==> src/fbat_pkg.sv <==
`default_nettype none
package fbat_pkg;

  localparam int MaxPeers = 8;

  localparam int CfgIdxW = 3;
  localparam int SDataW  = 168;
  localparam int MDataW  = 80;

  localparam logic [7:0]  BcastDst  = 8'd255;
  localparam logic [9:0]  CodeBcast = 10'd777;
  localparam logic [9:0]  CodeAck   = 10'd778;

  localparam logic [7:0]  NodeIdRst     = 8'd1;
  localparam logic [3:0]  PeerCountRst  = 4'd8;
  localparam logic [63:0] PeerIdsRst    = 64'd0;
  localparam logic [31:0] TimeoutRst    = 32'd10000000;
  localparam logic [7:0]  InitialTtlRst = 8'd8;

  typedef enum logic [CfgIdxW-1:0] {
    CFG_NODE_ID     = 3'd0,
    CFG_PEER_COUNT  = 3'd1,
    CFG_PEER_IDS    = 3'd2,
    CFG_TIMEOUT_US  = 3'd3,
    CFG_INITIAL_TTL = 3'd4
  } cfg_idx_t;

  typedef enum logic [1:0] {
    KIND_SEND    = 2'd0,
    KIND_DONE    = 2'd1,
    KIND_TIMEOUT = 2'd2
  } kind_t;

  typedef struct packed {
    logic [7:0]  node_id;
    logic [3:0]  peer_count;
    logic [63:0] peer_ids;
    logic [31:0] timeout_us;
    logic [7:0]  initial_ttl;
  } cfg_t;

  typedef struct packed {
    logic        req_type;
    logic        button_level;
    logic [62:0] now_us;
    logic [31:0] new_msg_id;
    logic [7:0]  pkt_src;
    logic [7:0]  pkt_dst;
    logic [9:0]  pkt_code;
    logic [7:0]  pkt_ttl;
    logic [31:0] pkt_msg_id;
  } item_t;

  typedef struct packed {
    kind_t       kind;
    logic [7:0]  out_src;
    logic [7:0]  out_dst;
    logic [9:0]  out_code;
    logic [7:0]  out_ttl;
    logic [31:0] out_msg_id;
    logic [7:0]  ack_mask;
    logic [3:0]  ack_tally;
    logic        last;
  } result_t;

  function automatic result_t make_send(logic [7:0] src, logic [7:0] dst,
                                        logic [9:0] code, logic [7:0] ttl,
                                        logic [31:0] msg_id);
    result_t r;
    r            = '0;
    r.kind       = KIND_SEND;
    r.out_src    = src;
    r.out_dst    = dst;
    r.out_code   = code;
    r.out_ttl    = ttl;
    r.out_msg_id = msg_id;
    return r;
  endfunction

  function automatic result_t make_report(kind_t kind, logic [7:0] mask,
                                          logic [3:0] tally);
    result_t r;
    r           = '0;
    r.kind      = kind;
    r.ack_mask  = mask;
    r.ack_tally = tally;
    return r;
  endfunction

endpackage
`default_nettype wire

==> src/fbat_cfg_regs.sv <==
`default_nettype none
module fbat_cfg_regs (
  input  wire logic                          clk,
  input  wire logic                          rst,
  input  wire logic                          cfg_valid,
  output logic                               cfg_ready,
  input  wire logic [fbat_pkg::CfgIdxW-1:0]  cfg_index,
  input  wire logic [63:0]                   cfg_data,
  output fbat_pkg::cfg_t                     cfg
);

  assign cfg_ready = 1'b1;

  always_ff @(posedge clk) begin
    if (rst) begin
      cfg.node_id     <= fbat_pkg::NodeIdRst;
      cfg.peer_count  <= fbat_pkg::PeerCountRst;
      cfg.peer_ids    <= fbat_pkg::PeerIdsRst;
      cfg.timeout_us  <= fbat_pkg::TimeoutRst;
      cfg.initial_ttl <= fbat_pkg::InitialTtlRst;
    end else if (cfg_valid) begin
      unique case (cfg_index)
        fbat_pkg::CFG_NODE_ID:     cfg.node_id     <= cfg_data[7:0];
        fbat_pkg::CFG_PEER_COUNT:  cfg.peer_count  <= cfg_data[3:0];
        fbat_pkg::CFG_PEER_IDS:    cfg.peer_ids    <= cfg_data;
        fbat_pkg::CFG_TIMEOUT_US:  cfg.timeout_us  <= cfg_data[31:0];
        fbat_pkg::CFG_INITIAL_TTL: cfg.initial_ttl <= cfg_data[7:0];
        default: ;
      endcase
    end
  end

endmodule
`default_nettype wire

==> src/fbat_engine.sv <==
`default_nettype none
module fbat_engine #(
  parameter int MAX_PEERS = fbat_pkg::MaxPeers
) (
  input  wire logic             clk,
  input  wire logic             rst,
  input  wire fbat_pkg::cfg_t   cfg,
  input  wire fbat_pkg::item_t  item,
  input  wire logic             go,
  output fbat_pkg::result_t     res0,
  output fbat_pkg::result_t     res1,
  output logic [1:0]            nres
);

  logic                 waiting, waiting_next;
  logic [31:0]          pending_id, pending_id_next;
  logic [62:0]          wait_start, wait_start_next;
  logic [MAX_PEERS-1:0] acked_peers, acked_peers_next;
  logic [3:0]           acked_total, acked_total_next;
  logic                 prev_button, prev_button_next;

  always_comb begin
    logic [3:0]        eff;
    logic              start;
    logic [63:0]       diff;
    logic              found;
    logic [MAX_PEERS-1:0] hit;
    fbat_pkg::result_t rpt;
    fbat_pkg::result_t fwd;

    waiting_next     = waiting;
    pending_id_next  = pending_id;
    wait_start_next  = wait_start;
    acked_peers_next = acked_peers;
    acked_total_next = acked_total;
    prev_button_next = prev_button;
    res0 = '0;
    res1 = '0;
    nres = 2'd0;
    found = 1'b0;
    hit = '0;
    start = 1'b0;
    diff = '0;
    rpt = '0;

    eff = (cfg.peer_count > 4'(MAX_PEERS)) ? 4'(MAX_PEERS) : cfg.peer_count;
    fwd = fbat_pkg::make_send(item.pkt_src, item.pkt_dst, item.pkt_code,
                              item.pkt_ttl - 8'd1, item.pkt_msg_id);

    if (item.req_type) begin
      start = !item.button_level && prev_button && !waiting;
      if (start) begin
        res0 = fbat_pkg::make_send(cfg.node_id, fbat_pkg::BcastDst,
                                   fbat_pkg::CodeBcast, cfg.initial_ttl,
                                   item.new_msg_id);
        nres = 2'd1;
        acked_peers_next = '0;
        acked_total_next = 4'd0;
        pending_id_next  = item.new_msg_id;
        waiting_next     = 1'b1;
        wait_start_next  = item.now_us;
      end
      diff = {1'b0, item.now_us} - {1'b0, wait_start};
      rpt = fbat_pkg::make_report(fbat_pkg::KIND_DONE, 8'(acked_peers_next),
                                  acked_total_next);
      if (waiting_next && acked_total_next >= eff) begin
        waiting_next = 1'b0;
      end else if (waiting_next && !start && !diff[63] &&
                   diff[62:0] > {31'd0, cfg.timeout_us}) begin
        rpt.kind = fbat_pkg::KIND_TIMEOUT;
        waiting_next = 1'b0;
      end
      // a report follows the broadcast if one went out in this poll
      if (waiting && !waiting_next || start && !waiting_next) begin
        if (start) res1 = rpt;
        else res0 = rpt;
        nres = nres + 2'd1;
      end
      prev_button_next = item.button_level;
    end else if (item.pkt_dst == fbat_pkg::BcastDst &&
                 item.pkt_code == fbat_pkg::CodeBcast) begin
      res0 = fbat_pkg::make_send(cfg.node_id, item.pkt_src, fbat_pkg::CodeAck,
                                 cfg.initial_ttl, item.pkt_msg_id);
      nres = 2'd1;
      if (item.pkt_ttl > 8'd1) begin
        res1 = fwd;
        nres = 2'd2;
      end
    end else if (item.pkt_code == fbat_pkg::CodeAck) begin
      if (item.pkt_ttl > 8'd1) begin
        res0 = fwd;
        nres = 2'd1;
      end
      if (item.pkt_dst == cfg.node_id && waiting &&
          item.pkt_msg_id == pending_id) begin
        // first listed peer with a matching id wins
        for (int i = 0; i < MAX_PEERS; i++) begin
          if (!found && 4'(i) < eff &&
              cfg.peer_ids[8*i +: 8] == item.pkt_src) begin
            found  = 1'b1;
            hit[i] = 1'b1;
          end
        end
        if (found && (acked_peers & hit) == '0) begin
          acked_peers_next = acked_peers | hit;
          acked_total_next = acked_total + 4'd1;
        end
      end
    end

    if (nres == 2'd1) res0.last = 1'b1;
    if (nres == 2'd2) res1.last = 1'b1;
  end

  always_ff @(posedge clk) begin
    if (rst) begin
      waiting     <= 1'b0;
      pending_id  <= '0;
      wait_start  <= '0;
      acked_peers <= '0;
      acked_total <= '0;
      prev_button <= 1'b1;
    end else if (go) begin
      waiting     <= waiting_next;
      pending_id  <= pending_id_next;
      wait_start  <= wait_start_next;
      acked_peers <= acked_peers_next;
      acked_total <= acked_total_next;
      prev_button <= prev_button_next;
    end
  end

endmodule
`default_nettype wire

==> src/fbat_result_q.sv <==
`default_nettype none
module fbat_result_q (
  input  wire logic               clk,
  input  wire logic               rst,
  input  wire logic               wr_en,
  input  wire fbat_pkg::result_t  wr0,
  input  wire fbat_pkg::result_t  wr1,
  input  wire logic [1:0]         wr_n,
  output logic                    room,
  output logic                    rd_valid,
  input  wire logic               rd_ready,
  output fbat_pkg::result_t       rd_data
);

  fbat_pkg::result_t entries [4];
  logic [1:0] wr_ptr, rd_ptr;
  logic [2:0] count, count_next;
  logic [2:0] n_in;
  logic       pop;

  // room for the two results an item may cause
  assign room     = count <= 3'd2;
  assign rd_valid = count != 3'd0;
  assign rd_data  = entries[rd_ptr];
  assign pop      = rd_valid && rd_ready;
  assign n_in     = wr_en ? {1'b0, wr_n} : 3'd0;
  assign count_next = count + n_in - {2'b0, pop};

  always_ff @(posedge clk) begin
    if (rst) begin
      wr_ptr <= '0;
      rd_ptr <= '0;
      count  <= '0;
    end else begin
      wr_ptr <= wr_ptr + n_in[1:0];
      rd_ptr <= rd_ptr + {1'b0, pop};
      count  <= count_next;
    end
  end

  always_ff @(posedge clk) begin
    if (wr_en && wr_n != 2'd0) entries[wr_ptr] <= wr0;
    if (wr_en && wr_n == 2'd2) entries[wr_ptr + 2'd1] <= wr1;
  end

endmodule
`default_nettype wire

==> src/flood_broadcast_ack_tracker.sv <==
`default_nettype none
// Flood-broadcast engine with acknowledgement collection. A request on the
// s_ side is either a received packet or a poll (s_tuser = 1) carrying the
// button level and the time; each request yields zero, one or two results on
// the m_ side, the final one marked by m_tlast. A request is registered, then
// processed combinationally against the tracker state and pushed into a
// four-entry result queue, from which results are offered on m_; the push
// waits while the queue has fewer than two free entries. One request per
// cycle is taken while each yields at most one result and m_ is not
// stalled; a request with two results puts both through the single output
// port in turn, so such traffic fills the queue and holds off requests. The
// configuration port is always ready and a write takes effect on the next
// cycle.
module flood_broadcast_ack_tracker #(
  parameter int MAX_PEERS = fbat_pkg::MaxPeers
) (
  input  wire logic                          clk,
  input  wire logic                          rst,
  input  wire logic                          s_tvalid,
  output logic                               s_tready,
  // button_level, now_us, new_msg_id, pkt_src, pkt_dst, pkt_code, pkt_ttl,
  // pkt_msg_id, zero pad
  input  wire logic [fbat_pkg::SDataW-1:0]   s_tdata,
  // req_type
  input  wire logic                          s_tuser,
  output logic                               m_tvalid,
  input  wire logic                          m_tready,
  // out_src, out_dst, out_code, out_ttl, out_msg_id, ack_mask, ack_tally,
  // zero pad
  output logic [fbat_pkg::MDataW-1:0]        m_tdata,
  // kind
  output logic [1:0]                         m_tuser,
  output logic                               m_tlast,
  input  wire logic                          cfg_valid,
  output logic                               cfg_ready,
  input  wire logic [fbat_pkg::CfgIdxW-1:0]  cfg_index,
  input  wire logic [63:0]                   cfg_data
);

  fbat_pkg::cfg_t    cfg;
  fbat_pkg::item_t   in_item, s_item;
  logic              in_valid;
  logic              room, advance;
  fbat_pkg::result_t res0, res1, rd_data;
  logic [1:0]        nres;

  assign s_item.req_type     = s_tuser;
  assign s_item.button_level = s_tdata[0];
  assign s_item.now_us       = s_tdata[63:1];
  assign s_item.new_msg_id   = s_tdata[95:64];
  assign s_item.pkt_src      = s_tdata[103:96];
  assign s_item.pkt_dst      = s_tdata[111:104];
  assign s_item.pkt_code     = s_tdata[121:112];
  assign s_item.pkt_ttl      = s_tdata[129:122];
  assign s_item.pkt_msg_id   = s_tdata[161:130];

  assign advance  = in_valid && room;
  assign s_tready = !in_valid || advance;

  always_ff @(posedge clk) begin
    if (rst) begin
      in_valid <= 1'b0;
    end else if (s_tready) begin
      in_valid <= s_tvalid;
    end
  end

  always_ff @(posedge clk) begin
    if (s_tvalid && s_tready) in_item <= s_item;
  end

  fbat_cfg_regs u_cfg (
    .clk       (clk),
    .rst       (rst),
    .cfg_valid (cfg_valid),
    .cfg_ready (cfg_ready),
    .cfg_index (cfg_index),
    .cfg_data  (cfg_data),
    .cfg       (cfg)
  );

  fbat_engine #(
    .MAX_PEERS (MAX_PEERS)
  ) u_engine (
    .clk  (clk),
    .rst  (rst),
    .cfg  (cfg),
    .item (in_item),
    .go   (advance),
    .res0 (res0),
    .res1 (res1),
    .nres (nres)
  );

  fbat_result_q u_q (
    .clk      (clk),
    .rst      (rst),
    .wr_en    (advance),
    .wr0      (res0),
    .wr1      (res1),
    .wr_n     (nres),
    .room     (room),
    .rd_valid (m_tvalid),
    .rd_ready (m_tready),
    .rd_data  (rd_data)
  );

  assign m_tdata = {2'b00, rd_data.ack_tally, rd_data.ack_mask, rd_data.out_msg_id,
                    rd_data.out_ttl, rd_data.out_code, rd_data.out_dst,
                    rd_data.out_src};
  assign m_tuser = rd_data.kind;
  assign m_tlast = rd_data.last;

endmodule
`default_nettype wire
==> config.mk <==
export PLATFORM = sky130hd
export DESIGN_NAME = flood_broadcast_ack_tracker
export DESIGN_NICKNAME = d
export VERILOG_FILES = /design/src/fbat_pkg.sv /design/src/fbat_cfg_regs.sv /design/src/fbat_engine.sv /design/src/fbat_result_q.sv /design/src/flood_broadcast_ack_tracker.sv
export SDC_FILE = /design/constraint.sdc
export NUM_CORES = 1
export LEC_CHECK = 0
export BUFFER_PORTS_ARGS = -buffer_cell sky130_fd_sc_hd__buf_2
export CAP_MARGIN = 20
export CORE_ASPECT_RATIO = 0.75
export CORE_MARGIN = 4
export CORE_UTILIZATION = 54
export CTS_CLUSTER_DIAMETER = 50
export DETAILED_ROUTE_END_ITERATION = 8
export GPL_ROUTABILITY_DRIVEN = 0
export PLACE_DENSITY = 0.76
export SYNTH_ARGS = -nofsm -noshare
export SYNTH_HDL_FRONTEND = slang
export SYNTH_SLANG_ARGS = --single-unit
==> constraint.sdc <==
create_clock -name clk -period 11.1 [get_ports clk]
set_input_delay 2.22 -clock clk [delete_from_list [all_inputs] [get_ports clk]]
set_output_delay 2.22 -clock clk [all_outputs]
set_load 0.03 [all_outputs]
==> summary.txt, run 1 <==
Run status
  • Outcome: complete, no violations

Global route
  • Vias in the first global route: 25485
  • Initial antenna violation count: 11
  • Largest net degree at the start of global routing: 102
  • Final global-route overflow total: 0
  • First-pass GRT wire length: 147000 um
  • GRT Resource Usage Total: a little over a quarter

Yosys
  • Synth Area in Simple Gates: 13.5%
  • YS warnings: 0
  • Number of synthesized register bits: 720
  • Yosys top cell by area: edfxtp_1
  • Synth top area cells: edfxtp_1 41%, dfxtp_1 13%, nand2_1 6.9%
  • Xor and xnor fraction of the mapped netlist area: about 4%
  • Mapped cell area: 35300 sq um
  • Async set or reset register ratio after synthesis: 0%
  • Register area share after synthesis: around 55%
  • Synthesized area per cell: between 10 and 15 sq um
  • Prevailing post-synth register cell: edfxtp_1
  • Share of synthesized area spent on multiplexers: about 5.5%
  • Yosys top cell area share: 41.4%
  • Largest family of logic cells by synthesized area: compound AO/OA/AOI/OAI gates
  • EDFF count, synth: between 400 and 500
  • Post-synthesis compound-gate area fraction: 14.5%
  • Synth Instances: between 3000 and 4000
  • Netlist cell types: 95
  • Post-synthesis adder-cell area fraction: 3.94%

Critical path
  • Largest stage delay, worst path: about 750 ps
  • Critical Path Sink Type: register
  • Critical path class: register to register
  • Arrival time at the worst endpoint: between 8000 and 9000 ps
  • Crit-path slowest cell: buf_4
  • Startpoint Class: register
  • Worst path most repeated cell: nand4_1
  • Worst endpoint required time: ~11000 ps
  • Max FO, Critical Path: 55
  • Largest delay share family, worst path: compound AO/OA/AOI/OAI gates
  • Worst path bufs/invs: 1

Layout
  • Fin cells: 4518
  • FF/Latch Area: 19300 sq um
  • Util after Layout: around 62%
  • Area delta synth->final: 13.2%
  • Most common cell after layout, fill and taps aside: nand2_1
  • Layout cells sized above 1: between 10% and 20%
  • Number of filler cells placed in the layout: 5115
  • Fin nets: 3945
  • Design area: 40000 sq um
  • Most frequent cells in the layout: 645 x nand2_1, 487 x edfxtp_1, 376 x a21oi_1
  • Area occupied by multi-input gates: ~15000 sq um

CTS
  • Clock root buffer master: clkbuf_16
  • Sink Count: roughly 700
  • Num CTS Buffers: 73
  • Post_cts resized: 0
  • TritonCTS clock tree: yes
  • Post-CTS setup repair buffer count: 0
  • Clock latency on the worst-skew pair: 640 ps
  • Htree depth: 3
  • Clk slew on worst S/H paths: 60 ps
  • Maximum root-to-sink buffer count: 3
  • CTS Hold Bufs: 0

STA
  • Slew headroom: a little over a quarter
  • Max Clock Skew: roughly 27 ps
  • Post-route minimum period: about 8600 ps
  • Max Clk Rate: approximately 0.12 GHz
  • Final Max Slew Viols: 0
  • Setup Viol. Count Final: 0
  • Fin crit share: between 70 and 80%
  • RSZ-0062 raised after global routing: false
  • Slew @ Worst Pin: 1090 ps
  • Final Hold Viols: 0
  • Setup TNS: 0 ps

Floorplanning
  • Top-level port count: 327
  • DIE WIDTH: around 300 um
  • Die area: between 60000 and 70000 sq um
  • Core Rows: 80
  • Core region area: about 64000 sq um
  • Die height: 230 um
  • Starting density of the core: a little under three fifths

Detailed routing
  • DR vias: between 20000 and 30000
  • WL per Instance: 21.3 um
  • Vias per inst: between 5 and 6
  • First-pass iteration count of the detailed router: 7
  • DRT antenna net count: 0
  • Overall routed net length: 96100 um
  • Residual DRC: 0
  • DR iter-0 viols: between 2000 and 3000

Pwr
  • P per Cell Area: ~180 nW/um^2
  • Max IR drop VDD: 0.124 mV
  • Leak Pwr: roughly 14 nW

Placed design
  • Dpl hpwl: ~64000 um
  • Buffers added on ports: 317
  • Dpl cells: between 4000 and 5000
  • Placed instance area: 37500 sq um

Job
  • MaxCap Viol Count: 0

Hold path
  • Min-delay worst type: register to register
[worst paths after layout]
path,startpoint,end,slack [ps],depth (start not counted)
worst min register to register,u_engine.wait_start[37]$_SDFFE_PP0P_,u_engine.wait_start[37]$_SDFFE_PP0P_,450,2
worst max register to register,in_item[108]$_DFFE_PP_,u_q.entries[2][60]$_DFFE_PP_,2500,26
worst max-delay path,in_item[108]$_DFFE_PP_,u_q.entries[2][60]$_DFFE_PP_,2500,26
worst min-delay path,u_engine.wait_start[37]$_SDFFE_PP0P_,u_engine.wait_start[37]$_SDFFE_PP0P_,450,2
[per-layer routing]
metal,global-route usage (%),vias to the layer above,wire length (um)
li1,-,12591,-
met1,39.5,12884,41100
met2,40.5,1312,42900
met3,5.92,180,9000
met4,9.18,4,3030
met5,0,-,16
[cell usage after synthesis (6+ instances only)]
| cell type | number |
|---|---|
| nor3_1 | 32 |
| nor2_1 | 123 |
| mux2i_1 | 9 |
| a211oi_1 | 18 |
| o21bai_1 | 7 |
| o22ai_1 | 6 |
| nand2b_1 | 14 |
| clkbuf_1 | 166 |
| and3_1 | 21 |
| xor2_1 | 89 |
| buf_1 | 24 |
| a221oi_1 | 11 |
| a21o_1 | 12 |
| or3_1 | 7 |
| xnor2_1 | 71 |
| buf_4 | 7 |
| a22oi_1 | 18 |
| buf_6 | 7 |
| nand4_1 | 51 |
| and2_1 | 20 |
| nand3_1 | 76 |
| buf_2 | 24 |
| o21a_1 | 8 |
| nor4_1 | 23 |
| ha_1 | 108 |
| o31ai_1 | 11 |
| a31oi_1 | 12 |
| a21oi_1 | 377 |
| o21ai_1 | 17 |
| o21ai_0 | 234 |
| mux4_2 | 81 |
| inv_1 | 128 |
| nand2_1 | 648 |
| edfxtp_1 | 487 |
| nor2b_1 | 18 |
| o211ai_1 | 13 |
| dfxtp_1 | 233 |
| a21oi_2 | 52 |
[layout make-up]
cell class	count	area share (%)
Tap cell	861	2.69
Multi-Input combinational cell	2317	36.9
Clock inverter	34	1.03
Antenna cell	8	0.0500
Inverter	130	1.22
Clock buffer	96	5.10
Sequential cell	720	48.2
Timing Repair Buffer	352	4.75
[cell families (layout without fill, tap and decap cells)]
family,Yosys count,count (layout)
xor+xnor,160,160
simple gates,1075,1075
compound gates,857,857
buf+inv,358,612
other cells,2,31
mux,92,92
flops,720,720
fa+ha+maj,110,110
[flip-flops by register name, summed over array words and instances, names as in the netlist, 3 cells and up]
register and count:
u_q.entries 324, in_item 163, u_cfg.cfg 116, u_engine.wait_start 63, u_engine.pending_id 32, u_engine.acked_peers 8, u_engine.acked_total 4, u_q.count 3
[tightest hold or removal path, delay by kind of cell, from the launching register on]
kind             cells  cell delay (ps)
AND/OR/NAND/NOR      1               50
AO/OA/AOI/OAI        1               50
flip-flops           1              300
[through the flow]
stage          hold WS, ps  power [mW]  worst slack (ps)
2_1_floorplan          433        4.28             -1100
3_3_place_gp           442        4.71              2640
3_5_place_dp           446        4.73              2610
4_1_cts                454        7.24              2570
5_1_grt                464        7.51              1770
6_report               452        7.22              2500
[power breakdown]
part,internal (mW),switching [mW],leakage [nW]
clock network,1.47,1.06,1.19
logic,0.551,0.980,6.37
registers,3.02,0.134,6.59
Note: power is estimated with default switching activity, not from simulation.
==> run 2, diff against run 1 <==
Settings changed: CORE_UTILIZATION 54 to 60, PLACE_DENSITY 0.76 to 0.8.
Clock period 11.1 ns to 8.4 ns, I/O delays scaled along.
==> run 2 against run 1 <==
First-iteration DRC count up 23%. Flip-flop and latch count did not move. Power is 33% higher. Non-clock buffer count rose by 13. Combinational power grew 35%. Register-to-register slack got worse by 1900 ps. Routed wire length rose by 1.1%. Critical path type unchanged.
==> summary.txt, run 2 (synthesized netlist as in run 1, its figures left out) <==
Layout
  • Most common cell after layout, fill and taps aside: nand2_1
  • Area delta synth->final: 13.6%
  • Largest registers: u_q.entries (324), in_item (163), u_cfg.cfg (116)
  • Top reg by flops: u_q.entries
  • Most frequent cells in the layout: 646 x nand2_1, 487 x edfxtp_1, 376 x a21oi_1
  • Number of flip-flops in the largest register: around 320
  • Fin nets: ~4000
  • Layout cells sized above 1: 18.1%
  • Number of filler cells placed in the layout: roughly 4300

Detailed routing
  • DRT antenna net count: 0
  • WL per Instance: 21.8 um
  • Overall routed net length: 97200 um
  • DR vias: 27519
  • Vias per inst: slightly above 6
  • DR iter-0 viols: 3609
  • First-pass iteration count of the detailed router: 6
  • Residual DRC: 0

CTS
  • Sink Count: between 700 and 800
  • Htree depth: 3
  • Num CTS Buffers: a little over 70
  • Clock root buffer master: clkbuf_16
  • Clk slew on worst S/H paths: ~60 ps
  • TritonCTS clock tree: yes
  • Maximum root-to-sink buffer count: 3
  • CTS Hold Bufs: 0
  • Clock latency on the worst-skew pair: between 600 and 700 ps
  • Post-CTS setup repair buffer count: 0
  • Post_cts resized: 0

Global route
  • Vias in the first global route: 25933
  • Largest net degree at the start of global routing: 96
  • Final global-route overflow total: 0
  • Initial antenna violation count: 7
  • GRT Resource Usage Total: ~30%
  • First-pass GRT wire length: 147000 um

Placed design
  • Dpl hpwl: between 60000 and 70000 um
  • Post-placement setup slack: 644 ps
  • Buffers added on ports: between 300 and 400

Pwr
  • Leak Pwr: approximately 14 nW
  • P per Cell Area: approximately 240 nW/um^2
  • Switch Pwr: slightly below 3 mW
  • Reg power frac: between 40 and 50%
  • Part of the power in the clock network: between 30% and 40%
  • Max IR drop VDD: about 0.23 mV
  • Internal power: around 6.7 mW
  • Sw frac: between 30% and 40%
  • Comb power frac: about 22%

Critical path
  • Largest stage delay, worst path: about 440 ps
  • Startpoint Class: register
  • Arrival time at the worst endpoint: 8100 ps
  • Worst endpoint required time: a little under 9000 ps
  • R2R depth: 30
  • Critical path class: register to register
  • Critical Path Sink Type: register
  • Crit-path slowest cell: nor4bb_1
  • Max FO, Critical Path: 43

STA
  • Max Clk Rate: roughly 0.13 GHz
  • Max Clock Skew: between 20 and 25 ps
  • Post-route minimum period: around 7700 ps
  • Setup TNS: 0 ps
  • Setup Viol. Count Final: 0
  • Fin crit share: about 90%
  • RSZ-0062 raised after global routing: false
  • Slew @ Worst Pin: about 1100 ps
  • Worst hold-check slack: 453 ps
  • Final Hold Viols: 0
  • Min setup slack post-route: approximately 650 ps
  • Slew headroom: 28.3%
  • Final Max Slew Viols: 0

Floorplanning
  • Core region area: a little under 60000 sq um
  • Top-level port count: between 300 and 400
  • Core Rows: 76
  • DIE WIDTH: between 200 and 300 um
  • Die area: approximately 63000 sq um
  • Die height: about 220 um
  • Starting density of the core: around 61%

Job
  • MaxCap Viol Count: 0

Run status
  • Outcome: complete, no violations

Hold path
  • Worst Hold Depth: 2
  • Min-delay worst type: register to register
==> run 2: worst max-delay path: cells and delay by family, from the launching register on <==
family	cells	cell delay [ps]
buffers and inverters	3	430
xor gates and xnor gates	1	130
and+or+nand+nor	10	2700
AOI/OAI and AO/OA	12	2550
adders and majority gates	4	1240
DFF	1	410
==> run 2: per-stage QoR <==
| stage | instances | total power, mW | util [%] | instance area [sq um] |
|---|---|---|---|---|
| final | 4449 | 9.62 | 69.4 | 40100 |
| after floorplan | 3395 | 5.66 | - | 35400 |
| after global placement | 4311 | 6.23 | 65.0 | 37600 |
| after global routing | 4447 | 9.99 | 69.4 | 40100 |
| after CTS | 4443 | 9.63 | 69.4 | 40100 |
| after detailed placement | 4311 | 6.26 | 65.0 | 37600 |
==> run 2: layout make-up <==
class / count / area (sq um) / area share (%)
diodes: 5 / 12.5 / 0.0312
clock buffers: 84 / 1890 / 4.70
clock inverters: 48 / 619 / 1.54
inverters: 130 / 488 / 1.22
multi-input cells: 2317 / 14800 / 36.8
flip-flops and latches: 720 / 19300 / 48.1
well taps: 780 / 976 / 2.43
repair buffers: 365 / 2090 / 5.20
==> run 2: power by group through the flow <==
stage / Sequential, mW / Combinational [mW] / Clock [mW]
6_report: 4.15 / 2.07 / 3.40
5_1_grt: 4.17 / 2.23 / 3.60
4_1_cts: 4.15 / 2.05 / 3.43
3_5_place_dp: 4.22 / 2.04 / 0
3_3_place_gp: 4.21 / 2.01 / 0
2_1_floorplan: 4.14 / 1.52 / 0
==> run 2: routing by layer <==
layer | up-vias | global-route usage, % | share of wire [%]
met3 | 200 | 5.56 | 11
li1 | 12603 | - | -
met4 | 4 | 10.5 | 3.4
met1 | 13127 | 44.4 | 41
met2 | 1585 | 45.8 | 45
met5 | - | 0 | 0.021
==> run 2: final timing paths <==
kind / slack (ps) / to / start
max: 650 / u_q.entries[3][15]$_DFFE_PP_ / in_item[98]$_DFFE_PP_
min: 450 / u_engine.wait_start[32]$_SDFFE_PP0P_ / u_engine.wait_start[32]$_SDFFE_PP0P_
max reg2reg: 650 / u_q.entries[3][15]$_DFFE_PP_ / in_item[98]$_DFFE_PP_
min reg2reg: 450 / u_engine.wait_start[32]$_SDFFE_PP0P_ / u_engine.wait_start[32]$_SDFFE_PP0P_
